**src/design/kcrm_pkg.sv**
```systemverilog
// Shared types and constants for the keypress code and rate monitor.
package kcrm_pkg;

  // Field and register widths
  localparam int CODE_W   = 40;
  localparam int WINDOW_W = 16;
  localparam int THRESH_W = 8;
  localparam int TIME_W   = 32;
  localparam int DIGIT_W  = 4;
  localparam int CODE_MAX_DIGITS = CODE_W / DIGIT_W;
  localparam int CFG_IDX_W  = 2;
  localparam int CFG_DATA_W = CODE_W;

  // Register defaults
  localparam logic [CODE_W-1:0]   CODE_RESET   = 40'd233624142849;
  localparam logic [WINDOW_W-1:0] WINDOW_RESET = 16'd2000;
  localparam logic [THRESH_W-1:0] THRESH_RESET = 8'd25;

  // Register indexes on the configuration port
  localparam logic [CFG_IDX_W-1:0] CFG_UNLOCK_CODE     = 2'd0;
  localparam logic [CFG_IDX_W-1:0] CFG_BURST_WINDOW    = 2'd1;
  localparam logic [CFG_IDX_W-1:0] CFG_RESHUFFLE_COUNT = 2'd2;

  // System modes
  localparam logic [1:0] MODE_RUN   = 2'd0;
  localparam logic [1:0] MODE_ADMIN = 2'd1;

  typedef struct packed {
    logic [DIGIT_W-1:0] button_id;
    logic               pressed;
    logic [TIME_W-1:0]  time_ms;
    logic [1:0]         mode;
  } in_item_t;

  typedef struct packed {
    logic unlock;
    logic reshuffle;
    logic overspeed;
  } out_item_t;

  // Controller commands to the datapath
  typedef struct packed {
    logic capture;
    logic step;
    logic finish;
  } ctl_cmd_t;

  // Datapath status to the controller
  typedef struct packed {
    logic record;
    logic last_digit;
    logic slot_free;
  } dp_stat_t;

  typedef enum logic [1:0] {
    ST_IDLE,
    ST_COMPARE,
    ST_FINISH
  } ctl_state_t;

endpackage

```
**src/design/kcrm_ctrl.sv**
```systemverilog
// Sequencer: accept a request, walk the code digits for a recorded press, then post the result.
module kcrm_ctrl (
  input  logic              clk,
  input  logic              rst_n,
  input  logic              in_valid,
  output logic              in_ready,
  input  kcrm_pkg::dp_stat_t stat,
  output kcrm_pkg::ctl_cmd_t cmd
);
  import kcrm_pkg::*;

  ctl_state_t state_r, state_nxt;

  // State register
  always_ff @(posedge clk) begin
    if (!rst_n) begin
      state_r <= ST_IDLE;
    end else begin
      state_r <= state_nxt;
    end
  end

  // Next state
  always_comb begin
    state_nxt = state_r;
    unique case (state_r)
      ST_IDLE: begin
        if (in_valid) begin
          state_nxt = stat.record ? ST_COMPARE : ST_FINISH;
        end
      end
      ST_COMPARE: begin
        if (stat.last_digit) begin
          state_nxt = ST_FINISH;
        end
      end
      ST_FINISH: begin
        if (stat.slot_free) begin
          state_nxt = ST_IDLE;
        end
      end
      default: state_nxt = ST_IDLE;
    endcase
  end

  // Outputs
  always_comb begin
    in_ready    = 1'b0;
    cmd         = '0;
    unique case (state_r)
      ST_IDLE: begin
        in_ready    = 1'b1;
        cmd.capture = in_valid;
      end
      ST_COMPARE: cmd.step   = 1'b1;
      ST_FINISH:  cmd.finish = stat.slot_free;
      default:    cmd        = '0;
    endcase
  end

endmodule

```
**src/design/kcrm_dpath.sv**
```systemverilog
// Datapath: config registers, press and time histories, counters and result register.
module kcrm_dpath #(
  parameter int CODE_DIGITS   = 10,
  parameter int BURST_PRESSES = 5
) (
  input  logic                               clk,
  input  logic                               rst_n,
  input  kcrm_pkg::in_item_t                 in_data,
  input  logic                               cfg_we,
  input  logic [kcrm_pkg::CFG_IDX_W-1:0]     cfg_index,
  input  logic [kcrm_pkg::CFG_DATA_W-1:0]    cfg_data,
  input  kcrm_pkg::ctl_cmd_t                 cmd,
  output kcrm_pkg::dp_stat_t                 stat,
  output logic                               out_valid,
  input  logic                               out_ready,
  output kcrm_pkg::out_item_t                out_data
);
  import kcrm_pkg::*;

  localparam int IDX_W   = (CODE_DIGITS > 1) ? $clog2(CODE_DIGITS) : 1;
  localparam int PCNT_W  = $clog2(CODE_DIGITS + 1);
  localparam int TCNT_W  = $clog2(BURST_PRESSES + 1);
  localparam int KEEP    = (CODE_DIGITS < CODE_MAX_DIGITS) ? CODE_DIGITS : CODE_MAX_DIGITS;
  localparam logic [CODE_W-1:0] CODE_MASK =
    (KEEP == CODE_MAX_DIGITS) ? {CODE_W{1'b1}} :
    ((CODE_W'(1) << (DIGIT_W * KEEP)) - CODE_W'(1));
  localparam logic [PCNT_W-1:0] PRESS_FULL = PCNT_W'(CODE_DIGITS);
  localparam logic [TCNT_W-1:0] TIME_FULL  = TCNT_W'(BURST_PRESSES);
  localparam logic [IDX_W-1:0]  IDX_LAST   = IDX_W'(CODE_DIGITS - 1);

  // Configuration registers
  logic [CODE_W-1:0]   code_r;
  logic [WINDOW_W-1:0] window_r;
  logic [THRESH_W-1:0] thresh_r;

  always_ff @(posedge clk) begin
    if (!rst_n) begin
      code_r   <= CODE_RESET & CODE_MASK;
      window_r <= WINDOW_RESET;
      thresh_r <= THRESH_RESET;
    end else if (cfg_we) begin
      if (cfg_index == CFG_UNLOCK_CODE)     code_r   <= cfg_data & CODE_MASK;
      if (cfg_index == CFG_BURST_WINDOW)    window_r <= cfg_data[WINDOW_W-1:0];
      if (cfg_index == CFG_RESHUFFLE_COUNT) thresh_r <= cfg_data[THRESH_W-1:0];
    end
  end

  // Code digits; digits past the register width expect zero
  logic [DIGIT_W-1:0] code_dig [16];
  for (genvar k = 0; k < 16; k++) begin : g_dig
    if (k < CODE_MAX_DIGITS) begin : g_reg
      assign code_dig[k] = code_r[DIGIT_W*k +: DIGIT_W];
    end else begin : g_zero
      assign code_dig[k] = '0;
    end
  end

  // Item context latched at capture
  logic rec_r, run_r;
  logic rec_now;
  assign rec_now = in_data.pressed && (in_data.mode != MODE_ADMIN);

  always_ff @(posedge clk) begin
    if (cmd.capture) begin
      rec_r <= rec_now;
      run_r <= (in_data.mode == MODE_RUN);
    end
  end

  // Press and time histories, newest in slot 0
  logic [DIGIT_W-1:0] press_hist_r [CODE_DIGITS];
  logic [TIME_W-1:0]  time_hist_r  [BURST_PRESSES];
  logic [PCNT_W-1:0]  press_cnt_r;
  logic [TCNT_W-1:0]  time_cnt_r;
  logic               shift_in;
  logic               unlock_now;

  assign shift_in = cmd.capture && rec_now;

  always_ff @(posedge clk) begin
    if (shift_in) begin
      press_hist_r[0] <= in_data.button_id;
      time_hist_r[0]  <= in_data.time_ms;
      for (int k = 1; k < CODE_DIGITS; k++) press_hist_r[k] <= press_hist_r[k-1];
      for (int k = 1; k < BURST_PRESSES; k++) time_hist_r[k] <= time_hist_r[k-1];
    end
  end

  always_ff @(posedge clk) begin
    if (!rst_n) begin
      press_cnt_r <= '0;
      time_cnt_r  <= '0;
    end else if (cmd.finish && unlock_now) begin
      press_cnt_r <= '0;
      time_cnt_r  <= '0;
    end else if (shift_in) begin
      if (press_cnt_r != PRESS_FULL) press_cnt_r <= press_cnt_r + PCNT_W'(1);
      if (time_cnt_r != TIME_FULL)   time_cnt_r  <= time_cnt_r + TCNT_W'(1);
    end
  end

  // Digit walk: oldest held press against digit 0 first
  logic [IDX_W-1:0]   idx_r;
  logic               mismatch_r;
  logic [IDX_W-1:0]   hist_sel;
  logic [DIGIT_W-1:0] want;

  assign hist_sel = IDX_LAST - idx_r;
  assign want     = code_dig[4'(idx_r)];

  always_ff @(posedge clk) begin
    if (cmd.capture) begin
      idx_r      <= '0;
      mismatch_r <= 1'b0;
    end else if (cmd.step) begin
      idx_r <= idx_r + IDX_W'(1);
      if (press_hist_r[hist_sel] != want) mismatch_r <= 1'b1;
    end
  end

  // Decision
  logic [THRESH_W-1:0] cnt_r, cnt_inc;
  logic [TIME_W-1:0]   span;
  logic                resh_now, over_now;

  assign cnt_inc    = cnt_r + THRESH_W'(1);
  assign span       = time_hist_r[0] - time_hist_r[BURST_PRESSES-1];
  assign unlock_now = rec_r && (press_cnt_r == PRESS_FULL) && !mismatch_r;
  assign resh_now   = rec_r && !unlock_now && run_r && (cnt_inc >= thresh_r);
  assign over_now   = rec_r && !unlock_now && run_r && (time_cnt_r == TIME_FULL) &&
                      (span <= TIME_W'(window_r));

  // Press counter
  always_ff @(posedge clk) begin
    if (!rst_n) begin
      cnt_r <= '0;
    end else if (cmd.finish && rec_r && !unlock_now) begin
      cnt_r <= (resh_now || over_now) ? '0 : cnt_inc;
    end
  end

  // Result register
  logic      out_valid_r;
  out_item_t out_data_r;

  always_ff @(posedge clk) begin
    if (!rst_n) begin
      out_valid_r <= 1'b0;
    end else if (cmd.finish) begin
      out_valid_r <= 1'b1;
    end else if (out_ready) begin
      out_valid_r <= 1'b0;
    end
  end

  always_ff @(posedge clk) begin
    if (cmd.finish) begin
      out_data_r.unlock    <= unlock_now;
      out_data_r.reshuffle <= resh_now;
      out_data_r.overspeed <= over_now;
    end
  end

  assign out_valid       = out_valid_r;
  assign out_data        = out_data_r;
  assign stat.record     = rec_now;
  assign stat.last_digit = (idx_r == IDX_LAST);
  assign stat.slot_free  = !out_valid_r || out_ready;

endmodule

```
**src/design/keypress_code_and_rate_monitor.sv**
```systemverilog
// Each request is captured; for a recorded press the code digits are then walked before the
// finish, while an ignored event goes straight to it. Throughput: one request at a time, the
// next taken once the last is finished; the digit walk compares one code digit per cycle. A
// waiting result does not block the next request from being taken, only its finish.
// Reset (rst_n, synchronous): histories and press counter empty, registers at defaults,
// no result pending. The configuration port is always ready.
module keypress_code_and_rate_monitor #(
  parameter int CODE_DIGITS   = 10,
  parameter int BURST_PRESSES = 5
) (
  input  logic                            clk,
  input  logic                            rst_n,
  input  logic                            in_valid,
  output logic                            in_ready,
  input  kcrm_pkg::in_item_t              in_data,
  output logic                            out_valid,
  input  logic                            out_ready,
  output kcrm_pkg::out_item_t             out_data,
  input  logic                            cfg_valid,
  output logic                            cfg_ready,
  input  logic [kcrm_pkg::CFG_IDX_W-1:0]  cfg_index,
  input  logic [kcrm_pkg::CFG_DATA_W-1:0] cfg_data
);
  import kcrm_pkg::*;

  ctl_cmd_t cmd;
  dp_stat_t stat;

  assign cfg_ready = 1'b1;

  kcrm_ctrl u_ctrl (
    .clk      (clk),
    .rst_n    (rst_n),
    .in_valid (in_valid),
    .in_ready (in_ready),
    .stat     (stat),
    .cmd      (cmd)
  );

  kcrm_dpath #(
    .CODE_DIGITS   (CODE_DIGITS),
    .BURST_PRESSES (BURST_PRESSES)
  ) u_dpath (
    .clk       (clk),
    .rst_n     (rst_n),
    .in_data   (in_data),
    .cfg_we    (cfg_valid && cfg_ready),
    .cfg_index (cfg_index),
    .cfg_data  (cfg_data),
    .cmd       (cmd),
    .stat      (stat),
    .out_valid (out_valid),
    .out_ready (out_ready),
    .out_data  (out_data)
  );

endmodule
```
**config.mk**
```make
export PLATFORM = sky130hd
export DESIGN_NAME = keypress_code_and_rate_monitor
export DESIGN_NICKNAME = d
export VERILOG_FILES = /design/src/design/kcrm_pkg.sv /design/src/design/kcrm_ctrl.sv /design/src/design/kcrm_dpath.sv /design/src/design/keypress_code_and_rate_monitor.sv
export SDC_FILE = /design/constraint.sdc
export NUM_CORES = 1
export LEC_CHECK = 0
export ABC_AREA = 1
export ABC_CLOCK_PERIOD_IN_PS = 12400
export BUFFER_PORTS_ARGS = -buffer_cell sky130_fd_sc_hd__buf_2
export CAP_MARGIN = 10
export CORE_MARGIN = 2
export CORE_UTILIZATION = 42
export CTS_CLUSTER_DIAMETER = 100
export DETAILED_ROUTE_END_ITERATION = 8
export GPL_ROUTABILITY_DRIVEN = 0
export PLACE_DENSITY = 0.62
export SETUP_SLACK_MARGIN = 0.15
export SLEW_MARGIN = 25
export SYNTH_ARGS = -nofsm -noshare
export SYNTH_HDL_FRONTEND = slang
export SYNTH_SLANG_ARGS = --single-unit
```
**constraint.sdc**
```tcl
create_clock -name clk -period 12.4 [get_ports clk]
set_input_delay 1.86 -clock clk [delete_from_list [all_inputs] [get_ports clk]]
set_output_delay 1.86 -clock clk [all_outputs]
set_load 0.01 [all_outputs]
```
==> After elaboration in Yosys (flattened, before gate mapping) <==
Memory sizes are Yosys's and may differ from the RTL's.
Index checks and enable logic that the tools add are counted.
{ "classes": {"addsub": 6, "order_cmp": 3, "n_eq_ne": 14, "n_mux": 17, "bitwise": 2, "reduce_logical": 29} }
{ "op_table": {"columns": ["cell", "count"], "rows": [
  ["$le 32x16->1", 1],
  ["$sub 32x32->32", 1],
  ["$bmux 4 s4", 1],
  ["$logic_and 1x1->1", 12],
  ["$reduce_and 2->1", 6],
  ["$add 4x1->4 const B", 2],
  ["$add 8x1->8 const B", 1],
  ["$eq 4x4->1 const B", 2],
  ["$ge 8x8->1", 1],
  ["$mux 1", 8],
  ["$mux 2", 4],
  ["$mux 4", 2],
  ["$mux 8", 1],
  ["$logic_not 2->1", 3],
  ["$pmux 2 s3", 1],
  ["$ge 5x5->1 const B", 1],
  ["$not 4->5", 1],
  ["$eq 2x1->1 const B", 2],
  ["$eq 2x2->1 const B", 2],
  ["$ne 2x1->1 const B", 2],
  ["$ne 2x2->1 const B", 2],
  ["$ne 4x4->1", 1],
  ["$ne 4x4->1 const B", 1],
  ["$sub 4x4->4 const A", 1],
  ["9 further kinds", 12]
]} }
{ "totals": {"register_bits": 92, "mem_bits_rw": 200, "in_bits": 86, "out_inout_bits": 6, "word_cells": 88, "mem_count": 2} }
{ "memory_table": {"columns": ["memory", "depth", "width", "read_ports", "rd_ports_with_merged_regs", "wr", "line", "rtl"], "rows": [
  ["u_dpath.time_hist_r", 5, 32, 5, 0, 5, "kcrm_dpath.sv:72", "logic [TIME_W-1:0] time_hist_r [BURST_PRESSES];"],
  ["u_dpath.press_hist_r", 10, 4, 10, 0, 10, "kcrm_dpath.sv:71", "logic [DIGIT_W-1:0] press_hist_r [CODE_DIGITS];"]
]} }

==> Logic depth before layout (Yosys ltp) <==
{ "depth": {"depth_word": 10, "ltp_mapped": 24, "depth_no_buf": 24} }

==> Hierarchy <==
From an unflattened synthesis, not the netlist that was laid out.
{ "unflattened": {"cells_unflattened": 1457, "area_unflattened_um2": 13671.9} }
{ "by_module_without_submodules": {"columns": ["module", "n_inst", "cells_per_inst", "area_each_um2", "seq_area_each_um2"], "rows": [
  ["kcrm_dpath", 1, 1433, 13515.5, 7857.5],
  ["kcrm_ctrl", 1, 22, 145.1, 40.0],
  ["keypress_code_and_rate_monitor", 1, 2, 11.3, 0.0]
]} }

==> Worst setup path after synthesis <==
Ideal clock, no wire load.
{ "synth_path": {"kind": "input to register", "startpoint": "input in_data[1] in the netlist's numbering", "endpoint": "register u_dpath.press_cnt_r[3]", "setup_ns": 0.120, "arrival_time_ns": 12.264, "required_ns": 12.280, "path_slack_ns": 0.017, "stages": 11, "path_buffers": 0, "cell_sequence": "inv_1 > nand2_1 > nand2_1 > nor2_1 > inv_1 > nor2_1 > inv_1 > nor2_1 > nand4_1 > o21ai_0 > a21oi_1"} }
{ "synth_via": {"elab_chain_len": 4} }
{ "synth_rtl": {"columns": ["item", "line", "rtl"], "rows": [
  ["start, declared", "keypress_code_and_rate_monitor.sv:15", "input kcrm_pkg::in_item_t in_data,"],
  ["$ne 2x1->1", "kcrm_dpath.sv:61", "assign rec_now = in_data.pressed && (in_data.mode != MODE_ADMIN);"],
  ["$logic_and 1x1->1", "kcrm_dpath.sv:61", null],
  ["$logic_and 1x1->1", "kcrm_dpath.sv:78", "assign shift_in = cmd.capture && rec_now;"],
  ["net u_dpath.shift_in", "kcrm_dpath.sv:75", "logic shift_in;"],
  ["$reduce_and 2->1 (no source line)", null, null],
  ["end signal, assigned", "kcrm_dpath.sv:97", "if (press_cnt_r != PRESS_FULL) press_cnt_r <= press_cnt_r + PCNT_W'(1);"],
  ["end, declared", "kcrm_dpath.sv:73", "logic [PCNT_W-1:0] press_cnt_r;"]
]} }
The timed path passes the listed nets, and every way through them passes these cells.
A chain may end at the register's enable or synchronous reset.

==> summary.md <==
| Metric | Value |
|---|---|
| Post-DP HPWL | `slightly below 20 mm` |
| Tmin final | `between 3 and 4 ns` |
| Fin nets | `between 1500 and 2000` |
| Pwr/cell area | `between 100 and 150 nW/um^2` |
| Clock latency on the worst-skew pair | `about 0.55 ns` |
| Post-Synthesis Cell Area | `~14000 um^2` |
| Setup TNS | `0 ns` |
| Main synth FF type | `edfxtp_1` |
| Chip Height | `around 180 um` |
| Critical path fanouts, max | `6` |
| Post-CTS Hold Buffers | `0` |
| GRT Max-Usage Layer | `met2` |
| First-pass GRT wire length | `45.0 mm` |
| CP startpoint kind | `flip-flop` |
| Met3 Use GR | `approximately 2.2%` |
| Worst Tran Pin Value | `approximately 0.82 ns` |
| Routed len/inst | `about 14 um` |
| # rows | `65` |
| Worst min-delay path category | `reg -> reg` |
| I/O pin cnt | `approximately 90` |
| Unrepaired setup endpoints after global routing | `false` |
| Filler cells | `2965` |
| Yosys cell types | `38` |
| CTS tree | `yes` |
| Router iterations before antenna repair | `5` |
| M1 GR Usage | `roughly a quarter` |
| Synth Area in Compound Gates | `8.21%` |
| DRC Markers | `0` |
| Xor and xnor area share after synthesis | `~1.7%` |
| Initial Utilization | `approximately 43%` |
| Post-Synth Simple-Gate Area | `between 10% and 20%` |
| Final Slew Violations | `0` |
| LEAKAGE | `slightly below 7 nW` |
| Syn. warnings | `0` |
| CP Data Arrival Time | `about 3.7 ns` |
| Final Setup Violations | `0` |
| Run status | `finished clean` |
| Pre-CTS setup slack | `between 8 and 9 ns` |
| Syn Nets | `approximately 1600` |
| WS Path Type | `reg -> reg` |
| Avg Cell Area, Syn | `~9.3 um^2` |
| Number of max-cap violations | `0` |
| Post-synthesis adder-cell area fraction | `under 10%` |
| Diodes inserted | `0` |
| Die Wd | `roughly 180 um` |
| Via density | `roughly 5` |
| Port Buffers | `90` |
| Combinational family with the most area after synthesis | `simple AND/OR/NAND/NOR gates` |
| DRT iter0 DRCs | `between 500 and 600` |
| Post-Syn Instances | `1458` |
| Vias in the first global route | `about 9200` |
| EDFF count, synth | `205` |
| Clock skew | `~0.011 ns` |
| Seq/Total Area, Yosys | `between 50 and 60%` |
| Crit path max-delay cell type | `edfxtp_1` |
| Peak supply drop | `between 0.1 and 0.15 mV` |
| GR Overflow Total | `0` |
| Clk buf depth | `3` |
| Routed wire length | `between 20 and 30 mm` |
| Final Cycle Share | `a little over a quarter` |
| F_max | `a little over 300 MHz` |
| Final WS setup | `9.10 ns` |
| Antenna violations before repair | `0` |
| Num CTS Buffers | `31` |
| Seq cells post-synth | `roughly 290` |
| Core Area | `31700 um^2` |
| H-Tree Level Count | `1` |
| Area Growth Syn to Fin | `14.1%` |
| Die area | `approximately 34000 um^2` |
| Root buffer cell | `clkbuf_16` |
| Clock Sinks | `just under 300` |
| Resize count post-CTS | `0` |
| Largest net degree at the start of global routing | `201` |
| Asr flop ratio synth | `0%` |
| CP peak stage delay | `around 0.43 ns` |
| Data required, critical path | `12.75 ns` |
| Routing usage on met2 | `approximately a quarter` |
| Vias | `9710` |
| Fraction of layout cells with a size suffix above 1 | `between 10% and 20%` |
| Most common cell on crit path | `nand2_2` |
| Setup Buffers After CTS | `0` |
| Hold Violations, Final | `0` |
| Post-synthesis mux area share | `0%` |
| Worst Setup End Kind | `flip-flop` |
| Antenna Nets Post-Route | `0` |
| Worst-path clk slew | `0.06 ns` |
| Crit-path cells | `ha_1, nand2_1, nand2_1, inv_1, nand2_2, nand2_2, nand2_2, nand2_1, nand2_2, xor2_1, ha_1, a21oi_1, o21ai_0, a21oi_1, a21oi_1, inv_1, nand4_1, nor3b_1, nand3b_1, nor2_1` |
| Relative slew slack | `45.4%` |
| GRT Overall Usage | `about 16%` |
-- through the flow --
step	hold WS, ns	util (%)	total power, mW	cells	cell area (um^2)
2_1_floorplan	0.400	-	1.35	1458	13600
3_3_place_gp	0.400	45.7	1.42	1921	14500
3_5_place_dp	0.405	45.7	1.42	1921	14500
4_1_cts	0.412	48.9	2.33	1979	15500
5_1_grt	0.420	49.0	2.41	1980	15500
6_report	0.413	49.0	2.30	1980	15500
-- logic make-up after synthesis --
logic type | Yosys count
buffers and inverters | 261
xor gates and xnor gates | 26
and+or+nand+nor | 614
AOI/OAI and AO/OA | 200
other | 1
DFF | 292
adders and majority gates | 64
-- per-layer routing --
layer	vias to the layer above	share of wire, %	routed length [um]
met2	204	44	12100
li1	4980	-	-
met1	4477	49	13300
met5	-	0	0
met3	49	4.5	1250
met4	0	2.7	731
-- worst max-delay path: cells and delay by family, from the launching register on --
family                   cells  cell delay, ns
AO/OA/AOI/OAI                4            0.53
AND/OR/NAND/NOR             11            1.16
adder cells (fa/ha/maj)      2            0.69
XOR/XNOR                     1            0.17
buffers and inverters        2            0.11
flip-flops                   1            0.43
-- where the power goes --
group          internal (mW)  switching [mW]
Sequential              1.10          0.0221
Clock                  0.536           0.359
Combinational         0.0964           0.187
-- Yosys cell counts, types with 2 or more instances --
cell type    n  area share, %
nor3b_1      3           0.17
o21bai_1     2           0.11
ha_1        63            5.8
inv_2        2          0.055
nand3_1     58            2.1
o211ai_1    20            1.1
a21o_1       2           0.11
clkbuf_1    27           0.74
nand3b_1     8           0.44
buf_4        2           0.11
o22ai_1      6           0.28
xor2_1      24            1.5
buf_2        4           0.15
nand2_2     15           0.69
nor2_1     151            4.2
edfxtp_1   205             45
o21ai_0     85            3.1
nor3_1       8           0.29
and2_1       6           0.28
o221ai_1     9           0.58
inv_1      225            6.2
a21oi_1     71            2.6
nand2_1    336            9.3
nor2_2      10           0.46
nand4_1     13           0.60
nor3_2       2           0.15
xnor2_1      2           0.13
or2_0        2          0.092
o2111ai_1    2           0.13
dfxtp_1     87             13
-- registers in the layout, summed over array words and instances (netlist names) --
register              cells
u_ctrl.state_r            2
u_dpath.out_valid         1
u_dpath.out_data          3
u_dpath.window_r         16
u_dpath.code_r           40
u_dpath.idx_r             4
u_dpath.press_cnt_r       4
u_dpath.run_r             1
u_dpath.press_hist_r     40
u_dpath.time_hist_r     160
u_dpath.cnt_r             8
u_dpath.rec_r             1
u_dpath.mismatch_r        1
u_dpath.thresh_r          8
u_dpath.time_cnt_r        3
-- final timing paths --
check             cells after the start                                  from                              endpoint  slack [ns]
setup / recovery                     20   u_dpath.time_hist_r[0][2]$_DFFE_PP_         u_dpath.out_data[0]$_DFFE_PP_        9.10
hold / removal                        0  u_dpath.time_hist_r[0][51]$_DFFE_PP_  u_dpath.time_hist_r[0][83]$_DFFE_PP_        0.41
setup reg to reg                     20   u_dpath.time_hist_r[0][2]$_DFFE_PP_         u_dpath.out_data[0]$_DFFE_PP_        9.10
hold reg to reg                       0  u_dpath.time_hist_r[0][51]$_DFFE_PP_  u_dpath.time_hist_r[0][83]$_DFFE_PP_        0.41
-- placed cells by master, fill, tap and decap left out, drive strengths merged, types with 8 or more instances in the layout --
cell type,Yosys,routed
inv,227,228
nand2,351,351
xor2,24,24
nand3b,8,8
o21ai,85,85
a21oi,72,72
edfxtp,205,205
nand4,13,13
dfxtp,87,87
clkbuf,27,47
nand3,59,59
o221ai,9,9
nor2,161,161
buf,7,96
clkinv,0,9
nor3,10,10
ha,63,63
o211ai,20,20
-- layout make-up --
| class | instances | area (um^2) | share of cell area (%) |
|---|---|---|---|
| inverter | 227 | 852 | 5.49 |
| clock inverter | 11 | 86.3 | 0.556 |
| sequential | 292 | 7900 | 50.8 |
| clock buffer | 47 | 930 | 5.98 |
| timing repair buffer | 96 | 531 | 3.42 |
| tap | 402 | 503 | 3.24 |
| multi-input combinational | 905 | 4730 | 30.5 |
Note: power is estimated with default switching activity, not from simulation.
